**config.mk**
```make
export PLATFORM = sky130hd
export DESIGN_NAME = ca_triangle_level_expander_flat
export DESIGN_NICKNAME = d
export VERILOG_FILES = /design/src/rtl/core/ctle_pkg.sv /design/src/rtl/core/ctle_if.sv /design/src/rtl/core/ctle_ctrl.sv /design/src/rtl/core/ctle_dp.sv /design/src/rtl/core/ca_triangle_level_expander.sv /design/src/flat_wrapper.sv
export SDC_FILE = /design/constraint.sdc
export NUM_CORES = 1
export LEC_CHECK = 0
export ABC_CLOCK_PERIOD_IN_PS = 4500
export BUFFER_PORTS_ARGS = -buffer_cell sky130_fd_sc_hd__buf_4
export CORE_MARGIN = 1
export CORE_UTILIZATION = 50
export DETAILED_ROUTE_END_ITERATION = 7
export PLACE_DENSITY = 0.68
export SYNTH_ARGS = -nofsm -noshare
export SYNTH_HDL_FRONTEND = slang
export SYNTH_SLANG_ARGS = --single-unit
```
**constraint.sdc**
```tcl
create_clock -name clk -period 4.5 [get_ports clk]
set_input_delay 0.9 -clock clk [delete_from_list [all_inputs] [get_ports clk]]
set_output_delay 0.9 -clock clk [all_outputs]
set_load 0.1 [all_outputs]
```
**src/rtl/core/ctle_pkg.sv**
```systemverilog
// Package for the triangle level expander: codes, constants and control structs.
package ctle_pkg;

	localparam logic [1:0] OP_PUSH  = 2'd0;
	localparam logic [1:0] OP_ADV   = 2'd1;
	localparam logic [1:0] OP_CLEAR = 2'd2;

	localparam int CFG_IDX_W = 8;
	localparam logic [CFG_IDX_W-1:0] CFG_WINDOW      = 8'd0;
	localparam logic [CFG_IDX_W-1:0] CFG_TABLE_LOW   = 8'd1;
	localparam logic [CFG_IDX_W-1:0] CFG_TABLE_HIGH  = 8'd2;
	localparam logic [CFG_IDX_W-1:0] CFG_ENTRY_VALID = 8'd3;

	localparam logic [1:0] WINDOW_RESET = 2'd2;
	localparam logic [1:0] MAX_WINDOW   = 2'd3;
	localparam int         COUNT_W      = 7;

	typedef struct packed {
		logic start;
		logic rd;
		logic proc;
		logic mknew;
		logic emit;
	} ctle_cmd_t;

	typedef struct packed {
		logic start_walk;
		logic step_next;
		logic step_new;
		logic out_free;
	} ctle_sts_t;

endpackage

```
**src/rtl/core/ctle_if.sv**
```systemverilog
// Channel interfaces: item input, result output and configuration write.
interface ctle_req_if;
	logic       valid;
	logic       ready;
	logic [1:0] op;
	logic [1:0] label;
	modport source (output valid, output op, output label, input ready);
	modport sink (input valid, input op, input label, output ready);
endinterface

interface ctle_rsp_if;
	logic       valid;
	logic       ready;
	logic       produced;
	logic [1:0] bottom_label;
	logic       no_match;
	logic       level_overflow;
	logic       not_ready;
	logic [6:0] level_count;
	modport source (output valid, output produced, output bottom_label, output no_match,
		output level_overflow, output not_ready, output level_count, input ready);
	modport sink (input valid, input produced, input bottom_label, input no_match,
		input level_overflow, input not_ready, input level_count, output ready);
endinterface

interface ctle_cfg_if;
	logic        valid;
	logic        ready;
	logic [7:0]  index;
	logic [63:0] data;
	modport source (output valid, output index, output data, input ready);
	modport sink (input valid, input index, input data, output ready);
endinterface

```
**src/rtl/core/ctle_ctrl.sv**
```systemverilog
// Controller state machine: sequences the per-level walk and the result hand-off.
module ctle_ctrl (
	input  logic                clk,
	input  logic                arst_n,
	input  logic                req_valid,
	output logic                req_ready,
	input  ctle_pkg::ctle_sts_t sts,
	output ctle_pkg::ctle_cmd_t cmd
);

	localparam logic [2:0] S_IDLE = 3'd0;
	localparam logic [2:0] S_RD   = 3'd1;
	localparam logic [2:0] S_PROC = 3'd2;
	localparam logic [2:0] S_NEW  = 3'd3;
	localparam logic [2:0] S_DONE = 3'd4;

	logic [2:0] state_q;
	logic [2:0] state_d;
	logic       accept;

	assign req_ready = (state_q == S_IDLE);
	assign accept    = req_valid && req_ready;

	always_comb begin
		state_d   = state_q;
		cmd       = '0;
		cmd.start = accept;
		unique case (state_q)
			S_IDLE: begin
				if (accept) begin
					state_d = sts.start_walk ? S_RD : S_DONE;
				end
			end
			S_RD: begin
				cmd.rd  = 1'b1;
				state_d = S_PROC;
			end
			S_PROC: begin
				cmd.proc = 1'b1;
				priority if (sts.step_next) begin
					state_d = S_RD;
				end else if (sts.step_new) begin
					state_d = S_NEW;
				end else begin
					state_d = S_DONE;
				end
			end
			S_NEW: begin
				cmd.mknew = 1'b1;
				state_d   = S_DONE;
			end
			S_DONE: begin
				if (sts.out_free) begin
					cmd.emit = 1'b1;
					state_d  = S_IDLE;
				end
			end
			default: begin
				state_d = S_IDLE;
			end
		endcase
	end

	always_ff @(posedge clk or negedge arst_n) begin
		if (!arst_n) begin
			state_q <= S_IDLE;
		end else begin
			state_q <= state_d;
		end
	end

endmodule

```
**src/rtl/core/ctle_dp.sv**
```systemverilog
// Datapath: level memory, rule table lookup, configuration and result register.
module ctle_dp #(
	parameter int MAX_LEVELS = 64
) (
	input  logic                clk,
	input  logic                arst_n,
	input  logic [1:0]          req_op,
	input  logic [1:0]          req_label,
	ctle_cfg_if.sink            cfg,
	ctle_rsp_if.source          rsp,
	input  ctle_pkg::ctle_cmd_t cmd,
	output ctle_pkg::ctle_sts_t sts
);

	localparam int AW  = (MAX_LEVELS > 1) ? $clog2(MAX_LEVELS) : 1;
	localparam int LCW = $clog2(MAX_LEVELS + 1);
	localparam logic [LCW-1:0] LEVEL_LIMIT = LCW'(MAX_LEVELS);

	// entry: fill in [7:6], newest three labels in [5:0], newest lowest
	logic [7:0]     lvl_mem_q [MAX_LEVELS];
	logic [7:0]     rdata_q;

	logic [1:0]     win_q;
	logic [63:0]    tab_lo_q;
	logic [63:0]    tab_hi_q;
	logic [63:0]    ent_v_q;

	logic [LCW-1:0] levels_q;
	logic           bsingle_q;
	logic           fresh_q;
	logic           ovalid_q;

	logic [AW-1:0]  lv_q;
	logic [1:0]     lab_q;
	logic [1:0]     blab_q;
	logic           prod_q;
	logic [1:0]     rlab_q;
	logic           nm_q;
	logic           ovf_q;
	logic           nr_q;

	logic           o_prod_q;
	logic [1:0]     o_blab_q;
	logic           o_nm_q;
	logic           o_ovf_q;
	logic           o_nr_q;
	logic [6:0]     o_cnt_q;

	logic [1:0]     w_eff;
	logic [5:0]     win_mask;
	logic [7:0]     entry;
	logic [5:0]     new_win;
	logic [1:0]     new_fill;
	logic [5:0]     nbhd;
	logic [63:0]    tab_sel;
	logic [1:0]     res;
	logic           need_lookup;
	logic           hit;
	logic [LCW-1:0] lv_ext;
	logic [LCW-1:0] lv_next;
	logic           is_bottom;
	logic [AW-1:0]  new_addr;
	logic [LCW+6:0] cnt_ext;

	assign cfg.ready = 1'b1;

	always_comb begin
		priority if (win_q == 2'd0) begin
			w_eff = 2'd1;
		end else if (win_q > ctle_pkg::MAX_WINDOW) begin
			w_eff = ctle_pkg::MAX_WINDOW;
		end else begin
			w_eff = win_q;
		end
		unique case (w_eff)
			2'd1:    win_mask = 6'h03;
			2'd2:    win_mask = 6'h0F;
			default: win_mask = 6'h3F;
		endcase
	end

	always_comb begin
		entry       = fresh_q ? 8'd0 : rdata_q;
		new_win     = {entry[3:0], lab_q};
		new_fill    = (entry[7:6] == 2'd3) ? 2'd3 : entry[7:6] + 2'd1;
		nbhd        = new_win & win_mask;
		tab_sel     = nbhd[5] ? tab_hi_q : tab_lo_q;
		res         = tab_sel[{nbhd[4:0], 1'b0} +: 2];
		need_lookup = (new_fill >= w_eff);
		hit         = need_lookup && ent_v_q[nbhd];
		lv_ext      = LCW'(lv_q);
		lv_next     = lv_ext + LCW'(1);
		is_bottom   = (lv_next == levels_q);
		new_addr    = lv_next[AW-1:0];
		cnt_ext     = {7'd0, levels_q};
	end

	assign sts.start_walk = (req_op == ctle_pkg::OP_PUSH)
		|| ((req_op == ctle_pkg::OP_ADV) && bsingle_q);
	assign sts.step_next  = hit && (lv_next < levels_q);
	assign sts.step_new   = hit && is_bottom && (lv_next < LEVEL_LIMIT);
	assign sts.out_free   = !ovalid_q || rsp.ready;

	// level memory
	always_ff @(posedge clk) begin
		if (cmd.rd) begin
			rdata_q <= lvl_mem_q[lv_q];
		end
		if (cmd.proc) begin
			lvl_mem_q[lv_q] <= {new_fill, new_win};
		end else if (cmd.mknew) begin
			lvl_mem_q[new_addr] <= {2'd1, 4'd0, lab_q};
		end
	end

	always_ff @(posedge clk or negedge arst_n) begin
		if (!arst_n) begin
			win_q     <= ctle_pkg::WINDOW_RESET;
			tab_lo_q  <= '0;
			tab_hi_q  <= '0;
			ent_v_q   <= '0;
			levels_q  <= '0;
			bsingle_q <= 1'b0;
			fresh_q   <= 1'b0;
			ovalid_q  <= 1'b0;
		end else begin
			if (cfg.valid) begin
				unique case (cfg.index)
					ctle_pkg::CFG_WINDOW:      win_q    <= cfg.data[1:0];
					ctle_pkg::CFG_TABLE_LOW:   tab_lo_q <= cfg.data;
					ctle_pkg::CFG_TABLE_HIGH:  tab_hi_q <= cfg.data;
					ctle_pkg::CFG_ENTRY_VALID: ent_v_q  <= cfg.data;
					default: ;
				endcase
			end
			if (cmd.start) begin
				if (req_op == ctle_pkg::OP_CLEAR) begin
					levels_q  <= '0;
					bsingle_q <= 1'b0;
				end
				if (sts.start_walk && (levels_q == '0)) begin
					levels_q <= LCW'(1);
					fresh_q  <= 1'b1;
				end
			end
			if (cmd.proc) begin
				fresh_q <= 1'b0;
				if (is_bottom) begin
					bsingle_q <= (new_fill == 2'd1);
				end
			end
			if (cmd.mknew) begin
				levels_q  <= lv_next + LCW'(1);
				bsingle_q <= 1'b1;
			end
			if (cmd.emit) begin
				ovalid_q <= 1'b1;
			end else if (rsp.ready) begin
				ovalid_q <= 1'b0;
			end
		end
	end

	always_ff @(posedge clk) begin
		if (cmd.start) begin
			lv_q   <= '0;
			prod_q <= 1'b0;
			rlab_q <= 2'd0;
			nm_q   <= 1'b0;
			ovf_q  <= 1'b0;
			nr_q   <= (req_op == ctle_pkg::OP_ADV) && !bsingle_q;
			lab_q  <= (req_op == ctle_pkg::OP_PUSH) ? req_label : blab_q;
		end
		if (cmd.proc) begin
			if (is_bottom) begin
				blab_q <= lab_q;
			end
			if (need_lookup && !hit) begin
				nm_q <= 1'b1;
			end
			if (hit && is_bottom && !(lv_next < LEVEL_LIMIT)) begin
				ovf_q <= 1'b1;
			end
			if (hit) begin
				lab_q <= res;
			end
			if (sts.step_next) begin
				lv_q <= lv_next[AW-1:0];
			end
		end
		if (cmd.mknew) begin
			prod_q <= 1'b1;
			rlab_q <= lab_q;
			blab_q <= lab_q;
		end
		if (cmd.emit) begin
			o_prod_q <= prod_q;
			o_blab_q <= rlab_q;
			o_nm_q   <= nm_q;
			o_ovf_q  <= ovf_q;
			o_nr_q   <= nr_q;
			o_cnt_q  <= cnt_ext[6:0];
		end
	end

	assign rsp.valid          = ovalid_q;
	assign rsp.produced       = o_prod_q;
	assign rsp.bottom_label   = o_blab_q;
	assign rsp.no_match       = o_nm_q;
	assign rsp.level_overflow = o_ovf_q;
	assign rsp.not_ready      = o_nr_q;
	assign rsp.level_count    = o_cnt_q;

`ifndef SYNTH
	a_levels_bound: assert property (@(posedge clk) disable iff (!arst_n)
		levels_q <= LEVEL_LIMIT)
		else $error("level count beyond limit");
	a_walk_in_range: assert property (@(posedge clk) disable iff (!arst_n)
		cmd.proc |-> (lv_ext < levels_q))
		else $error("walk reads a level that is not in use");
	a_single_needs_level: assert property (@(posedge clk) disable iff (!arst_n)
		bsingle_q |-> (levels_q != '0))
		else $error("single bottom label flagged with no levels");
	a_new_grows: assert property (@(posedge clk) disable iff (!arst_n)
		cmd.mknew |=> (levels_q == $past(levels_q) + LCW'(1)))
		else $error("new level did not grow the triangle by one");
	a_flags_exclusive: assert property (@(posedge clk) disable iff (!arst_n)
		cmd.emit |=> !(rsp.not_ready && (rsp.produced || rsp.no_match)))
		else $error("ignored advance reports walk results");
`endif

endmodule

```
**src/rtl/core/ca_triangle_level_expander.sv**
```systemverilog
// Top level of the cellular-automaton triangle level expander.
// Each item is handled alone. A clear, an unused op or an advance that is not
// ready goes from acceptance straight to the result hand-off. A push (or an
// advance that re-pushes the bottom label) walks down the levels, one level at
// a time: a registered read of the level memory, then the lookup and
// write-back; a further step starts a new bottom level when one is needed.
// The result waits in an output register, so the next item is taken while it
// is still pending; that next item then holds in its last state until the
// pending result is taken.
// Configuration writes are taken in any cycle, with no stall.
module ca_triangle_level_expander #(
	parameter int MAX_LEVELS = 64
) (
	input logic        clk,
	input logic        arst_n,
	ctle_req_if.sink   req,
	ctle_rsp_if.source rsp,
	ctle_cfg_if.sink   cfg
);

	ctle_pkg::ctle_cmd_t cmd;
	ctle_pkg::ctle_sts_t sts;
	logic                ready;

	assign req.ready = ready;

	ctle_ctrl u_ctrl (
		.clk       (clk),
		.arst_n    (arst_n),
		.req_valid (req.valid),
		.req_ready (ready),
		.sts       (sts),
		.cmd       (cmd)
	);

	ctle_dp #(
		.MAX_LEVELS (MAX_LEVELS)
	) u_dp (
		.clk       (clk),
		.arst_n    (arst_n),
		.req_op    (req.op),
		.req_label (req.label),
		.cfg       (cfg),
		.rsp       (rsp),
		.cmd       (cmd),
		.sts       (sts)
	);

endmodule
```
**src/flat_wrapper.sv**
```systemverilog
// flat-port wrapper written by rule: the top's interface ports become plain ports
module ca_triangle_level_expander_flat 
#(
	parameter int MAX_LEVELS = 64
)
  (clk, arst_n, req_valid, req_op, req_label, req_ready, rsp_valid, rsp_produced, rsp_bottom_label, rsp_no_match, rsp_level_overflow, rsp_not_ready, rsp_level_count, rsp_ready, cfg_valid, cfg_index, cfg_data, cfg_ready);
  ctle_req_if req_i ();
  ctle_rsp_if rsp_i ();
  ctle_cfg_if cfg_i ();
  input logic clk;
  input logic arst_n;
  input wire logic [$bits(req_i.valid)-1:0] req_valid;
  input wire logic [$bits(req_i.op)-1:0] req_op;
  input wire logic [$bits(req_i.label)-1:0] req_label;
  output wire logic [$bits(req_i.ready)-1:0] req_ready;
  output wire logic [$bits(rsp_i.valid)-1:0] rsp_valid;
  output wire logic [$bits(rsp_i.produced)-1:0] rsp_produced;
  output wire logic [$bits(rsp_i.bottom_label)-1:0] rsp_bottom_label;
  output wire logic [$bits(rsp_i.no_match)-1:0] rsp_no_match;
  output wire logic [$bits(rsp_i.level_overflow)-1:0] rsp_level_overflow;
  output wire logic [$bits(rsp_i.not_ready)-1:0] rsp_not_ready;
  output wire logic [$bits(rsp_i.level_count)-1:0] rsp_level_count;
  input wire logic [$bits(rsp_i.ready)-1:0] rsp_ready;
  input wire logic [$bits(cfg_i.valid)-1:0] cfg_valid;
  input wire logic [$bits(cfg_i.index)-1:0] cfg_index;
  input wire logic [$bits(cfg_i.data)-1:0] cfg_data;
  output wire logic [$bits(cfg_i.ready)-1:0] cfg_ready;
  assign req_i.valid = req_valid;
  assign req_i.op = req_op;
  assign req_i.label = req_label;
  assign req_ready = req_i.ready;
  assign rsp_valid = rsp_i.valid;
  assign rsp_produced = rsp_i.produced;
  assign rsp_bottom_label = rsp_i.bottom_label;
  assign rsp_no_match = rsp_i.no_match;
  assign rsp_level_overflow = rsp_i.level_overflow;
  assign rsp_not_ready = rsp_i.not_ready;
  assign rsp_level_count = rsp_i.level_count;
  assign rsp_i.ready = rsp_ready;
  assign cfg_i.valid = cfg_valid;
  assign cfg_i.index = cfg_index;
  assign cfg_i.data = cfg_data;
  assign cfg_ready = cfg_i.ready;
  ca_triangle_level_expander #(.MAX_LEVELS(MAX_LEVELS)) u_core (.clk(clk), .arst_n(arst_n), .req(req_i), .rsp(rsp_i), .cfg(cfg_i));
endmodule
```
# Word-level counts from Yosys, hierarchy flattened
# Memories as Yosys holds them, arrays and structs flattened. A register that Yosys moved wholly into a read port is not among the register bits.
# Cells that the tools add are included.
# totals
mem_bits_rw,512
latchBits,0
register_bits,236
romBits,0
word_cells,146
in_bits,81
memories,1
# classes
n_mul,0
bitwise,1
n_lt_le_gt_ge,5
muxes,59
eq_ne,16
add_sub_neg,3
n_shift,1
n_reduce_logical,37
div_mod_pow,0
# mem_list
name,words,word_bits,read_ports,rd_ports_with_merged_regs,write_ports,line_no,rtl
u_core.u_dp.lvl_mem_q,64,8,1,1,1,ctle_dp.sv:20,logic [7:0] lvl_mem_q [MAX_LEVELS];
# op_table
op,n
$mux W64,1
$shiftx A64 B7 Y2,1
$mux W1,28
$mux W7,4
$mux W2,12
$mux W6,4
$eq A8 B2 Y1 const B,2
$mux W8,2
$reduce_and A2 Y1,8
$mux W3,5
$pmux W3 S5,1
$pmux W6 S2,1
$reduce_bool A2 Y1,6
$logic_and A1 B1 Y1,10
$eq A8 B1 Y1 const B,1
$logic_not A8 Y1,1
$reduce_or A8 Y1,1
$add A6 B1 Y7 const B,1
$add A7 B1 Y7 const B,1
$eq A7 B7 Y1,1
$logic_not A7 Y1,1
$lt A6 B7 Y1 const B,1
$lt A7 B7 Y1,1
$lt A7 B7 Y1 const B,1
16 further kinds,27

# Depth between registers and ports, before layout
# Gate-level depths: netlist of run 1.
# depth
ltp_word,14
ltp_mapped,15
mapped_depth_nobuf,11

# Modules after synthesis
# A second synthesis of run 1 with hierarchy kept.
# unflattened
cells_unflattened,1732
hier_area_um2,26644.3
# modules_own_cells
module,instances,seq_area_each_um2,area_each_um2,cells_per_inst
ctle_dp,1,17578.1,26431.6,1710
ctle_ctrl,1,75.1,212.7,22

# Worst setup path after synthesis of run 1
# No wires, ideal clock.
# synth_path
path_type,register to register
startpoint,register u_core.u_ctrl.state_q[2]
endpoint,"memory u_core.u_dp.lvl_mem_q[0][3], data pin"
path_buffers,2
setup_ns,0.712
arrival_time_ns,3.670
path_stages_with_launch,6
period_less_slack_ns,4.382
slack_ns,0.118
cell_sequence,dfrtp_1 nand2b_1 clkbuf_1 nor2_1 clkbuf_1 nor3b_1
# synth_via
elab_chain_cells,7
elab_cells_between_ends,9
classes_between,eq/ne (2); mux (6); reduce/logical (1)
# synth_lines
item,line_no,rtl
start: declaration,ctle_ctrl.sv:17,logic [2:0] state_q;
start signal: assignment,ctle_ctrl.sv:68,state_q <= state_d;
$eq A3 B2 Y1,ctle_ctrl.sv:28,unique case (state_q)
$mux W1,ctle_ctrl.sv:28,
$mux W1,ctle_dp.sv:111,end else if (cmd.mknew) begin
$mux W1 *,ctle_dp.sv:109,if (cmd.proc) begin
$mux W1 (implied by the code) *,ctle_dp.sv:112,"lvl_mem_q[new_addr] <= {2'd1, 4'd0, lab_q};"
$reduce_or A8 Y1 (no line) *,--,
$mux W8 (no line) *,--,
end: declaration,ctle_dp.sv:20,
# Every way passes the cells marked *; elsewhere a longest branch is shown, timed or not.

# Worst setup path in the final report of run 1
# layout_path
startpoint,register u_core.u_dp.lv_q[0]
endpoint,register u_core.u_dp.lv_q[4]
# layout_via
elab_chain_cells,5
# layout_lines
item,line_no,rtl
start: declaration,ctle_dp.sv:33,logic [AW-1:0] lv_q;
start signal: assignment,ctle_dp.sv:188,lv_q <= lv_next[AW-1:0];
$add A6 B1 Y7 *,ctle_dp.sv:92,lv_next = lv_ext + LCW'(1);
$lt A7 B7 Y1,ctle_dp.sv:100,assign sts.step_next = hit && (lv_next < levels_q);
$logic_and A1 B1 Y1,ctle_dp.sv:100,
$mux W6 *,ctle_dp.sv:187,if (sts.step_next) begin
$mux W6 *,ctle_dp.sv:174,if (cmd.proc) begin
# Marks and branches as above.
# A chain may end at the register's enable or synchronous reset.

==> impl_metrics.toml, run 1 <==
[synth]
ys_seq_area_share_pct = 67.3
syn-num-nets = 1636
async_reset_ff_share_pct = 33.1
ys.flop_type = "edfxtp_1"
synth_area_leaders = "edfxtp_1 (47%), dfrtp_1 (20%), mux4_2 (12%)"
synthDistinctLibCells = 58
synth_enable_flop_cells = 408
netlist.area_leader.share_pct = 46.7
yosysWarnings = 0
syn_area_sq_um = 26200
synth_largest_area_cell = "edfxtp_1"
syn_inst = 1543
syn_avg_cell_area_sq_um = 17.0
synth-seq-cells = 626

[worst_setup_path]
endpoint_kind = "register"
slowest_stage = "or4b_2"
cp_slowest_stage_delay_ps = 670
startpoint_type = "register"
cp_data_required_time_ps = 4950
crit_top_cell = "mux2i_1"
crit_fanout = 104
crit_type = "register to register"
path_cells = "buf_12, nand2_1, xnor2_1, ha_1, a21o_1, a21oi_1, nor2b_1, or4b_2, a21oi_4, mux2i_1, mux2i_1"
worstPathArrival_ps = 4110

[route]
vias_per_cell = 5.98
first_iter_violations = 1169
wirelength_microns = 57200
dr_total_vias = 14200
antenna_left = 0
drtPass1Iterations = 5
drc = 0
wl_per_cell_microns = 24.1

[floorplan]
die_area_sq_um = 53300
dieHeight_microns = 231
placementRows = 83
io_pins = 97
start_util_pct = 50.9
dieWidth_microns = 231
core-area_sq_um = 51500

[power]
p_switching_w = 0.00367
p_leak_nw = 11.1
ir_drop_uv = 370
combinationalPowerShare_pct = 12.1
power_frac_clock_pct = 37.5
seqPwrFrac_pct = 50.3
intPower_w = 0.0101
power.total_w = 0.0138
swShare_pct = 26.6
powerDensity_nw_per_um2 = 465

[placement]
dpl.hpwl_microns = 36200
placed_area_sq_um = 27700
gp_congestion = 0.827
io_buffers = 95

[cells_and_area]
design_area_sq_um = 29700
diodes = 0
syn_to_final_growth_pct = 13.3
layout-drive-gt1-share_pct = 33.4
final_nets = 1733

[clock_network]
cts_tree = "yes"
ctsHoldBuffers = 0
clock_sinks = 626
cts_max_level = 3
cts.path.max_buffers = 3
clk_pin_slew_ps = 60
post-cts-setup-buffers = 0
cts_resized = 0
clock-root-buffer = "clkbuf_16"
clkLatencyLatePin_ps = 610
cts_buffers = 66

[timing]
period_share_pct = 81.3
rsz0062_at_grt = "no"
tns_ps = 0
fmax_mhz = 273
skew_ps = 26.7
report.final.setup_viol = 0
final_hold_viol_count = 0
period_minus_slack_ps = 3660
worstMarginPinSlew_ps = 1140
relSlewSlack_pct = 23.5
slew_violations = 0

[grt]
grt_pass1_vias = 14500
antenna_found_initial = 0
overflow = 0
grt_max_degree = 105
grt_pass1_wl_microns = 88100
globalRouteTotalUtil_pct = 22.1

[job]
cap_violations = 0

[worst_hold_path]
hp-class = "primary input to asynchronous set/reset pin"

[run_status]
status = "finished, final reports clean"
-- through the flow --
step           hold WS, ps  std cells  setup WS [ps]  utilization, %
6_report               412       2373            840            57.7
5_1_grt                423       2373            472            57.7
3_3_place_gp           411       2252            782            53.7
2_1_floorplan          400       1543            118               -
3_5_place_dp           408       2252            711            53.7
4_1_cts                424       2373            699            57.7
-- kinds of logic after synthesis --
family	after synthesis	synth area share [%]
xor+xnor	7	0.234
fa+ha+maj	12	0.573
buf+inv	107	1.68
compound gates	77	2.02
simple gates	356	6.27
flops	626	67.3
mux	357	21.9
other cells	1	0.0143
-- sequential cells by signal, summed over array words and instances (netlist names), 6 cells and up --
name                         count
u_core.u_dp.rdata_q              6
u_core.u_dp.lv_q                 6
u_core.u_dp.levels_q             7
u_core.u_dp.tab_lo_q            64
u_core.u_dp.rsp.level_count      7
u_core.u_dp.lvl_mem_q          384
u_core.u_dp.ent_v_q             64
u_core.u_dp.tab_hi_q            64
-- power groups by stage --
stage / sequential, W / clock (W) / combinational [W]
final: 0.00695 / 0.00518 / 0.00168
after global routing: 0.00697 / 0.00550 / 0.00180
after CTS: 0.00695 / 0.00529 / 0.00170
after detailed placement: 0.00707 / 0 / 0.00170
after global placement: 0.00705 / 0 / 0.00165
after floorplan: 0.00719 / 0 / 0.000827
-- worst paths after layout --
path / startpoint / endpoint / slack (ps) / cells past startpoint
max: u_core.u_dp.lv_q[0]$_DFF_P_ / u_core.u_dp.lv_q[4]$_DFF_P_ / 840 / 11
min reg2reg: u_core.u_dp.rlab_q[0]$_SDFFCE_PN0P_ / u_core.u_dp.rsp.bottom_label[0]$_DFFE_PP_ / 420 / 0
max reg2reg: u_core.u_dp.lv_q[0]$_DFF_P_ / u_core.u_dp.lv_q[4]$_DFF_P_ / 840 / 11
min: arst_n / u_core.u_dp.tab_lo_q[36]$_DFFE_PN0P_ / 410 / 1
max in group asynchronous: arst_n / u_core.u_dp.tab_hi_q[34]$_DFFE_PN0P_ / 3120 / 2
min in group clk: u_core.u_dp.rlab_q[0]$_SDFFCE_PN0P_ / u_core.u_dp.rsp.bottom_label[0]$_DFFE_PP_ / 420 / 0
-- placed cells by master, fill, tap and decap left out, types with 4 or more instances in the layout --
cell       instances
or3_1              4
buf_4            115
dfxtp_4            4
nand3b_1           7
and3_1             4
nor2_1            91
nor4_1             5
ha_1              12
a32oi_1           10
dfrtp_1          206
a22o_1             4
clkinv_1          12
clkbuf_1          19
clkbuf_16         68
o22ai_1            6
a31oi_1           10
mux2i_1           13
nand4_1           15
nor3_1            22
a21oi_1           16
clkinv_2          13
nand2_1          129
inv_1             16
nor3b_1            4
mux4_1            11
nor2b_1            7
dfxtp_1            7
mux2_2           194
nand2b_1           7
mux4_2           139
xnor2_1            5
o21ai_0           13
nand3_1           40
edfxtp_1         408
-- cell usage after synthesis (3+ instances only) --
cell type / instances
a21oi_1: 16
a22o_1: 4
a31o_2: 3
a31oi_1: 10
a32oi_1: 10
and2_1: 3
and3_1: 4
buf_1: 8
buf_2: 9
buf_4: 3
clkbuf_1: 67
dfrtp_1: 206
dfxtp_1: 11
edfxtp_1: 408
ha_1: 12
inv_1: 16
mux2_2: 194
mux2i_1: 13
mux4_1: 11
mux4_2: 139
nand2_1: 130
nand2b_1: 7
nand3_1: 41
nand3b_1: 7
nand4_1: 15
nor2_1: 92
nor2b_1: 7
nor3_1: 22
nor3b_1: 6
nor4_1: 5
o21ai_0: 13
o22ai_1: 6
or3_1: 4
xnor2_1: 5
-- critical path: cells and delay by family (launching register included) --
family | cells | cell delay, ps
flops | 1 | 370
buf+inv | 1 | 550
xor+xnor | 1 | 290
simple gates | 3 | 1090
fa+ha+maj | 1 | 240
compound gates | 3 | 640
mux | 2 | 310
-- layer usage --
layer / part of all wire, % / up-vias / routed length [microns] / track usage (%)
li1: - / 6213 / - / -
met3: 6.2 / 110 / 3550 / 4.27
met1: 41 / 7402 / 23300 / 29.2
met2: 50 / 461 / 28900 / 37.0
met5: 0 / - / 0 / 0
met4: 2.6 / 0 / 1510 / 6.87
-- cell type report --
type	instances	area, sq um
fill	3888	21800
sequential	626	17700
multi-input combinational	810	8160
clock buffer	87	1770
timing repair buffer	118	917
tap	680	851
clock inverter	34	279
inverter	18	67.6
(Power assumes the default switching activity.)
==> inputs of run 2 (changes only) <==
ABC_CLOCK_PERIOD_IN_PS = 3550   (was 4500)
PLACE_DENSITY = 0.66   (was 0.68)
clock period = 3.55 ns   (was 4.5 ns; I/O delays follow)
==> run 2 against run 1 <==
Non-clock buffer count rose by 64. Core utilization rose by 1.4 points. Sequential cell count did not move. Hold slack got worse by 300 ps. Clock skew fell by 0.93 ps. Setup slack got worse by 390 ps. Highest routed layer unchanged. Critical endpoint unchanged. Clock power rose by 36%.
==> impl_metrics.toml, run 2 (synthesis gave the netlist of run 1 again) <==
[cells_and_area]
layout-drive-gt1-share_pct = 36.3
syn_to_final_growth_pct = 16.0
diodes = 0
layout_common_cells = "edfxtp_1 (408), dfrtp_1 (206), mux2_2 (194)"
final_nets = 1799
mostFrequentLayoutCell = "edfxtp_1"
final_cell_count_no_fill = 2436
largest_reg_flops = 384
regMostFlops = "u_core.u_dp.lvl_mem_q"
utilization_pct = 59.0

[grt]
grt_pass1_wl_microns = 90300
globalRouteTotalUtil_pct = 22.8
overflow = 0
grt_max_degree = 72
antenna_found_initial = 0
grt_pass1_vias = 14900

[power]
power.total_w = 0.0181
ir_drop_uv = 599
powerDensity_nw_per_um2 = 594
p_leak_nw = 11.5

[worst_setup_path]
startpoint_type = "register"
path_cells = "ha_1, nand3_1, xnor2_1, ha_1, a21o_1, a21oi_1, nor2b_1, or4b_2, a21oi_4, mux2i_1, mux2i_1"
cp_data_required_time_ps = 4030
worstPathArrival_ps = 3580
crit_family = "simple AND/OR/NAND/NOR gates"
cp_slowest_stage_delay_ps = 670
endpoint_kind = "register"
crit_start = "u_core.u_dp.lv_q[0]$_DFF_P_"
crit_type = "register to register"
crit_buf_inv = 0
reg2reg_from = "u_core.u_dp.lv_q[0]$_DFF_P_"
crit_fanout = 11
slowest_stage = "or4b_2"

[floorplan]
io_pins = 97
dieWidth_microns = 231
core-area_sq_um = 51500
dieHeight_microns = 231
placementRows = 83
start_util_pct = 50.9
die_area_sq_um = 53300

[job]
cap_violations = 0

[route]
antenna_left = 0
wl_per_cell_microns = 24.3
drc = 0
vias_per_cell = 5.91
wirelength_microns = 59200
drtPass1Iterations = 5
first_iter_violations = 1179
dr_total_vias = 14400

[clock_network]
clock_sinks = 626
post-cts-setup-buffers = 0
ctsHoldBuffers = 0
clock-root-buffer = "clkbuf_16"
cts_resized = 0
cts_buffers = 68
cts.path.max_buffers = 3
clk_pin_slew_ps = 60
cts_tree = "yes"
cts_max_level = 3
clkLatencyLatePin_ps = 610

[placement]
gp_congestion = 0.824
dp.cells = 2316
io_buffers = 95
dpl.hpwl_microns = 37700

[timing]
fmax_mhz = 322
report.final.setup_viol = 0
relSlewSlack_pct = 33.0
rsz0062_at_grt = "no"
slew_violations = 0
skew_ps = 25.7
final_hold_viol_count = 0
period_share_pct = 87.4
worstMarginPinSlew_ps = 1000
period_minus_slack_ps = 3100

[worst_hold_path]
hp-class = "primary input to asynchronous set/reset pin"

[run_status]
status = "finished, final reports clean"
## run 2: changes by cell type in the layout (fill, tap and decap cells not counted), sizes merged
cell	change
buf	+64
bufinv	+5
clkbuf	-4
clkinv	-2
## run 2: layout make-up
cell class | instances | area (sq um)
timing repair buffer | 182 | 1450
fill | 3888 | 21100
sequential | 626 | 17700
clock inverter | 37 | 420
inverter | 18 | 67.6
multi-input combinational | 810 | 8160
tap | 680 | 851
clock buffer | 83 | 1800
## run 2: power breakdown
part / switching (W) / internal (W)
Clock: 0.00285 / 0.00420
Sequential: 0.000287 / 0.00847
Combinational: 0.00159 / 0.000673
## run 2: worst reg2reg max path: stages, from the launching register on
cell,delay (ps)
dfxtp_4,380
ha_1,180
nand3_1,110
xnor2_1,300
ha_1,320
a21o_1,190
a21oi_1,140
nor2b_1,70
or4b_2,670
a21oi_4,320
mux2i_1,230
mux2i_1,90
## run 2: final timing paths
| check | end | slack [ps] | depth (start not counted) |
|---|---|---|---|
| setup / recovery | u_core.u_dp.lv_q[4]$_DFF_P_ | 450 | 11 |
| hold / removal | u_core.u_dp.tab_lo_q[4]$_DFFE_PN0P_ | 110 | 1 |
| setup reg to reg | u_core.u_dp.lv_q[4]$_DFF_P_ | 450 | 11 |
| hold reg to reg | u_core.u_dp.rsp.bottom_label[0]$_DFFE_PP_ | 420 | 0 |
| max in group asynchronous | u_core.u_dp.win_q[1]$_DFFE_PN1P_ | 2610 | 2 |
| min in group clk | u_core.u_dp.ent_v_q[55]$_DFFE_PN0P_ | 360 | 2 |
## run 2: layer usage
| metal | track usage, % | up-vias | part of all wire, % |
|---|---|---|---|
| li1 | - | 6327 | - |
| met1 | 30.4 | 7513 | 42 |
| met2 | 37.2 | 440 | 49 |
| met3 | 4.72 | 117 | 5.7 |
| met4 | 8.17 | 0 | 3.2 |
| met5 | 0 | - | 0 |
## run 2: stage by stage
stage               setup slack (ps)  hold WS [ps]  TNS [ps]  instance area (sq um)
floorplan                       -832           400   -110080                  26200
global placement                 428           406         0                  28200
detailed placement               392           405         0                  28200
CTS                              397           124         0                  30400
global route                     211           147         0                  30400
finish                           448           114         0                  30400
==> inputs of run 3 (changes only) <==
CORE_UTILIZATION = 55   (was 50)
PLACE_DENSITY = 0.71   (was 0.66)
SYNTH_HIERARCHICAL = 1   (was default)
==> run 3 against run 2 <==
Die area down 7.5%. Power up 1.7%. Area after synthesis up 1.6%. Register-to-register slack worse by 340 ps. Setup slack worse by 340 ps. Fmax down 10%. Combinational power up 23%. Hold slack better by 26 ps. Synthesized cell count up 12%. Largest cell class unchanged.
==> impl_metrics.toml, run 3 <==
[grt]
grt_pass1_wl_microns = 94200
antenna_found_initial = 1
overflow = 0
grt_pass1_vias = 15800
grt_max_degree = 90
globalRouteTotalUtil_pct = 25.3

[timing]
final_hold_viol_count = 0
fin_ws_ps = 104
period_share_pct = 97.1
tns_ps = 0
worstMarginPinSlew_ps = 1040
fmax_mhz = 290
period_minus_slack_ps = 3450
fin_hold_ws_ps = 140
skew_ps = 23.4
relSlewSlack_pct = 30.5
slew_violations = 0
report.final.setup_viol = 0

[clock_network]
clock-root-buffer = "clkbuf_16"
cts_max_level = 3
cts_buffers = 67
cts_tree = "yes"
clock_sinks = 626
cts.path.max_buffers = 3
clk_pin_slew_ps = 60
clkLatencyLatePin_ps = 600
post-cts-setup-buffers = 0

[placement]
io_buffers = 95
dp_slack_ps = 89.8
gp_congestion = 0.840
dpl.hpwl_microns = 38600

[worst_setup_path]
crit_family = "simple AND/OR/NAND/NOR gates"
startpoint_type = "register"
path_cells = "buf_6, and2_1, nand3_2, nor2_1, xor2_1, nand3_1, nor2_1"
worstPathArrival_ps = 3670
endpoint_kind = "register"
crit_start = "u_core/u_dp/lv_q[1]$_DFF_P_"
crit_top_cell = "nor2_1"
cp_slowest_stage_delay_ps = 590
cp_data_required_time_ps = 3770
slowest_stage = "nor2_1"
crit_buf_inv = 1
crit_type = "register to register"
reg2reg_from = "u_core/u_dp/lv_q[1]$_DFF_P_"
crit_fanout = 51

[power]
intPower_w = 0.0133
powerDensity_nw_per_um2 = 607
ir_drop_uv = 412
power_frac_clock_pct = 36.0
combinationalPowerShare_pct = 15.2
seqPwrFrac_pct = 48.8
p_switching_w = 0.00510
p_leak_nw = 11.4
swShare_pct = 27.8

[cells_and_area]
multi_input_area_sq_um = 8440
nFillCells = 3415
layout-drive-gt1-share_pct = 29.7
mostFrequentLayoutCell = "edfxtp_1"
final_nets = 1950
utilization_pct = 63.4
largest_reg_flops = 384
diodes = 0
regMostFlops = "u_core/u_dp/lvl_mem_q"
syn_to_final_growth_pct = 13.6
ff_latch_area_sq_um = 17700
layout_common_cells = "edfxtp_1 (408), mux2_2 (212), dfrtp_1 (206)"

[synth]
synth_area_leaders = "edfxtp_1 (46%), dfrtp_1 (19%), mux2_2 (9.0%)"
netlist.area_leader.share_pct = 46.0
synth_enable_flop_cells = 408
post-synth-top-count-cell = "edfxtp_1"
yosysWarnings = 6
syn-num-nets = 1822
async_reset_ff_share_pct = 33.1
ys_seq_area_share_pct = 66.3
syn_area_sq_um = 26600
syn_inst = 1732
synth-seq-cells = 626
synthTopCellsByCount = "edfxtp_1 (408), mux2_2 (212), dfrtp_1 (206), nand2_1 (155), nor2_1 (88)"
syn_avg_cell_area_sq_um = 15.4
synthDistinctLibCells = 74
ys.flop_type = "edfxtp_1"
synth_largest_area_cell = "edfxtp_1"

[route]
antenna_left = 0
dr_total_vias = 15400
wl_per_cell_microns = 24.2
vias_per_cell = 6.10
drtPass1Iterations = 5
drc = 0
wirelength_microns = 61100
first_iter_violations = 1406

[worst_hold_path]
hp-class = "primary input to asynchronous set/reset pin"

[run_status]
status = "finished, final reports clean"

[floorplan]
die_area_sq_um = 49300
io_pins = 97
placementRows = 80
dieHeight_microns = 222
dieWidth_microns = 222
start_util_pct = 55.8
core-area_sq_um = 47700

[job]
cap_violations = 0
==> run 3: changes by cell type after synthesis, moves of 10 or more <==
cell / previous run / this run
o21ai_0: 13 / 29
mux4_2: 139 / 70
mux2_2: 194 / 212
o22ai_1: 6 / 27
buf_2: 9 / 42
buf_4: 3 / 13
nand2_1: 130 / 155
clkbuf_1: 67 / 29
o221ai_1: 1 / 24
mux2i_1: 13 / 84
a21oi_1: 16 / 70
a32oi_1: 10 / 0
==> run 3: power by group through the flow <==
stage | logic (W) | registers, W | clock network (W)
global route | 0.00296 | 0.00900 | 0.00698
floorplan | 0.00135 | 0.00936 | 0
CTS | 0.00280 | 0.00896 | 0.00675
finish | 0.00279 | 0.00896 | 0.00662
detailed placement | 0.00279 | 0.00911 | 0
global placement | 0.00274 | 0.00909 | 0
==> run 3: logic make-up (layout without fill, tap and decap cells) <==
family,Yosys count,count (layout),share of synthesized area [%]
AOI/OAI and AO/OA,193,193,4.67
xor gates and xnor gates,16,16,0.606
adders and majority gates,10,10,0.465
buffers and inverters,118,296,2.21
DFF,626,626,66.3
muxes,377,377,18.8
other,1,1,0.0141
and+or+nand+nor,391,391,6.94
==> run 3: layout make-up <==
| type | count | share of cell area (%) |
|---|---|---|
| inverters | 19 | 0.236 |
| clock buffers | 90 | 6.20 |
| repair buffers | 158 | 4.12 |
| well taps | 615 | 2.54 |
| flip-flops and latches | 626 | 58.4 |
| clock inverters | 29 | 0.657 |
| multi-input cells | 988 | 27.9 |
==> run 3: path summary, 6_finish.rpt <==
check | end | slack, ps | cells after the start
setup reg to reg | u_core/u_dp/lvl_mem_q[36][0]$_DFFE_PP_ | 100 | 7
max in group asynchronous | u_core/u_dp/ent_v_q[21]$_DFFE_PN0P_ | 2530 | 2
min in group clk | u_core/u_dp/tab_hi_q[53]$_DFFE_PN0P_ | 350 | 2
hold reg to reg | u_core/u_dp/rsp.bottom_label[1]$_DFFE_PP_ | 420 | 0
hold / removal | u_core/u_dp/tab_hi_q[8]$_DFFE_PN0P_ | 140 | 1
setup / recovery | u_core/u_dp/lvl_mem_q[36][0]$_DFFE_PP_ | 100 | 7
==> run 3: what timing repair did <==
action | 4_1_cts | 5_1_grt
setup endpoints to repair | 0 | 85
hold buffers | 0 | 0
resized for setup | 0 | 2
==> run 3: through the flow <==
step	std cells	instance area (sq um)	total power [W]
4_1_cts	2525	30300	0.0185
3_5_place_dp	2406	28200	0.0119
5_1_grt	2525	30300	0.0189
2_1_floorplan	1732	26600	0.0107
6_report	2525	30300	0.0184
3_3_place_gp	2406	28200	0.0118
==> run 3: routing by layer <==
layer  GRT usage (%)  wire length (microns)  up-vias
met4            9.43                   1940        2
met1            34.6                  25600     7854
met3            4.74                   3570      121
met5               0                     13        -
met2            40.6                  29900      544
li1                -                      -     6869
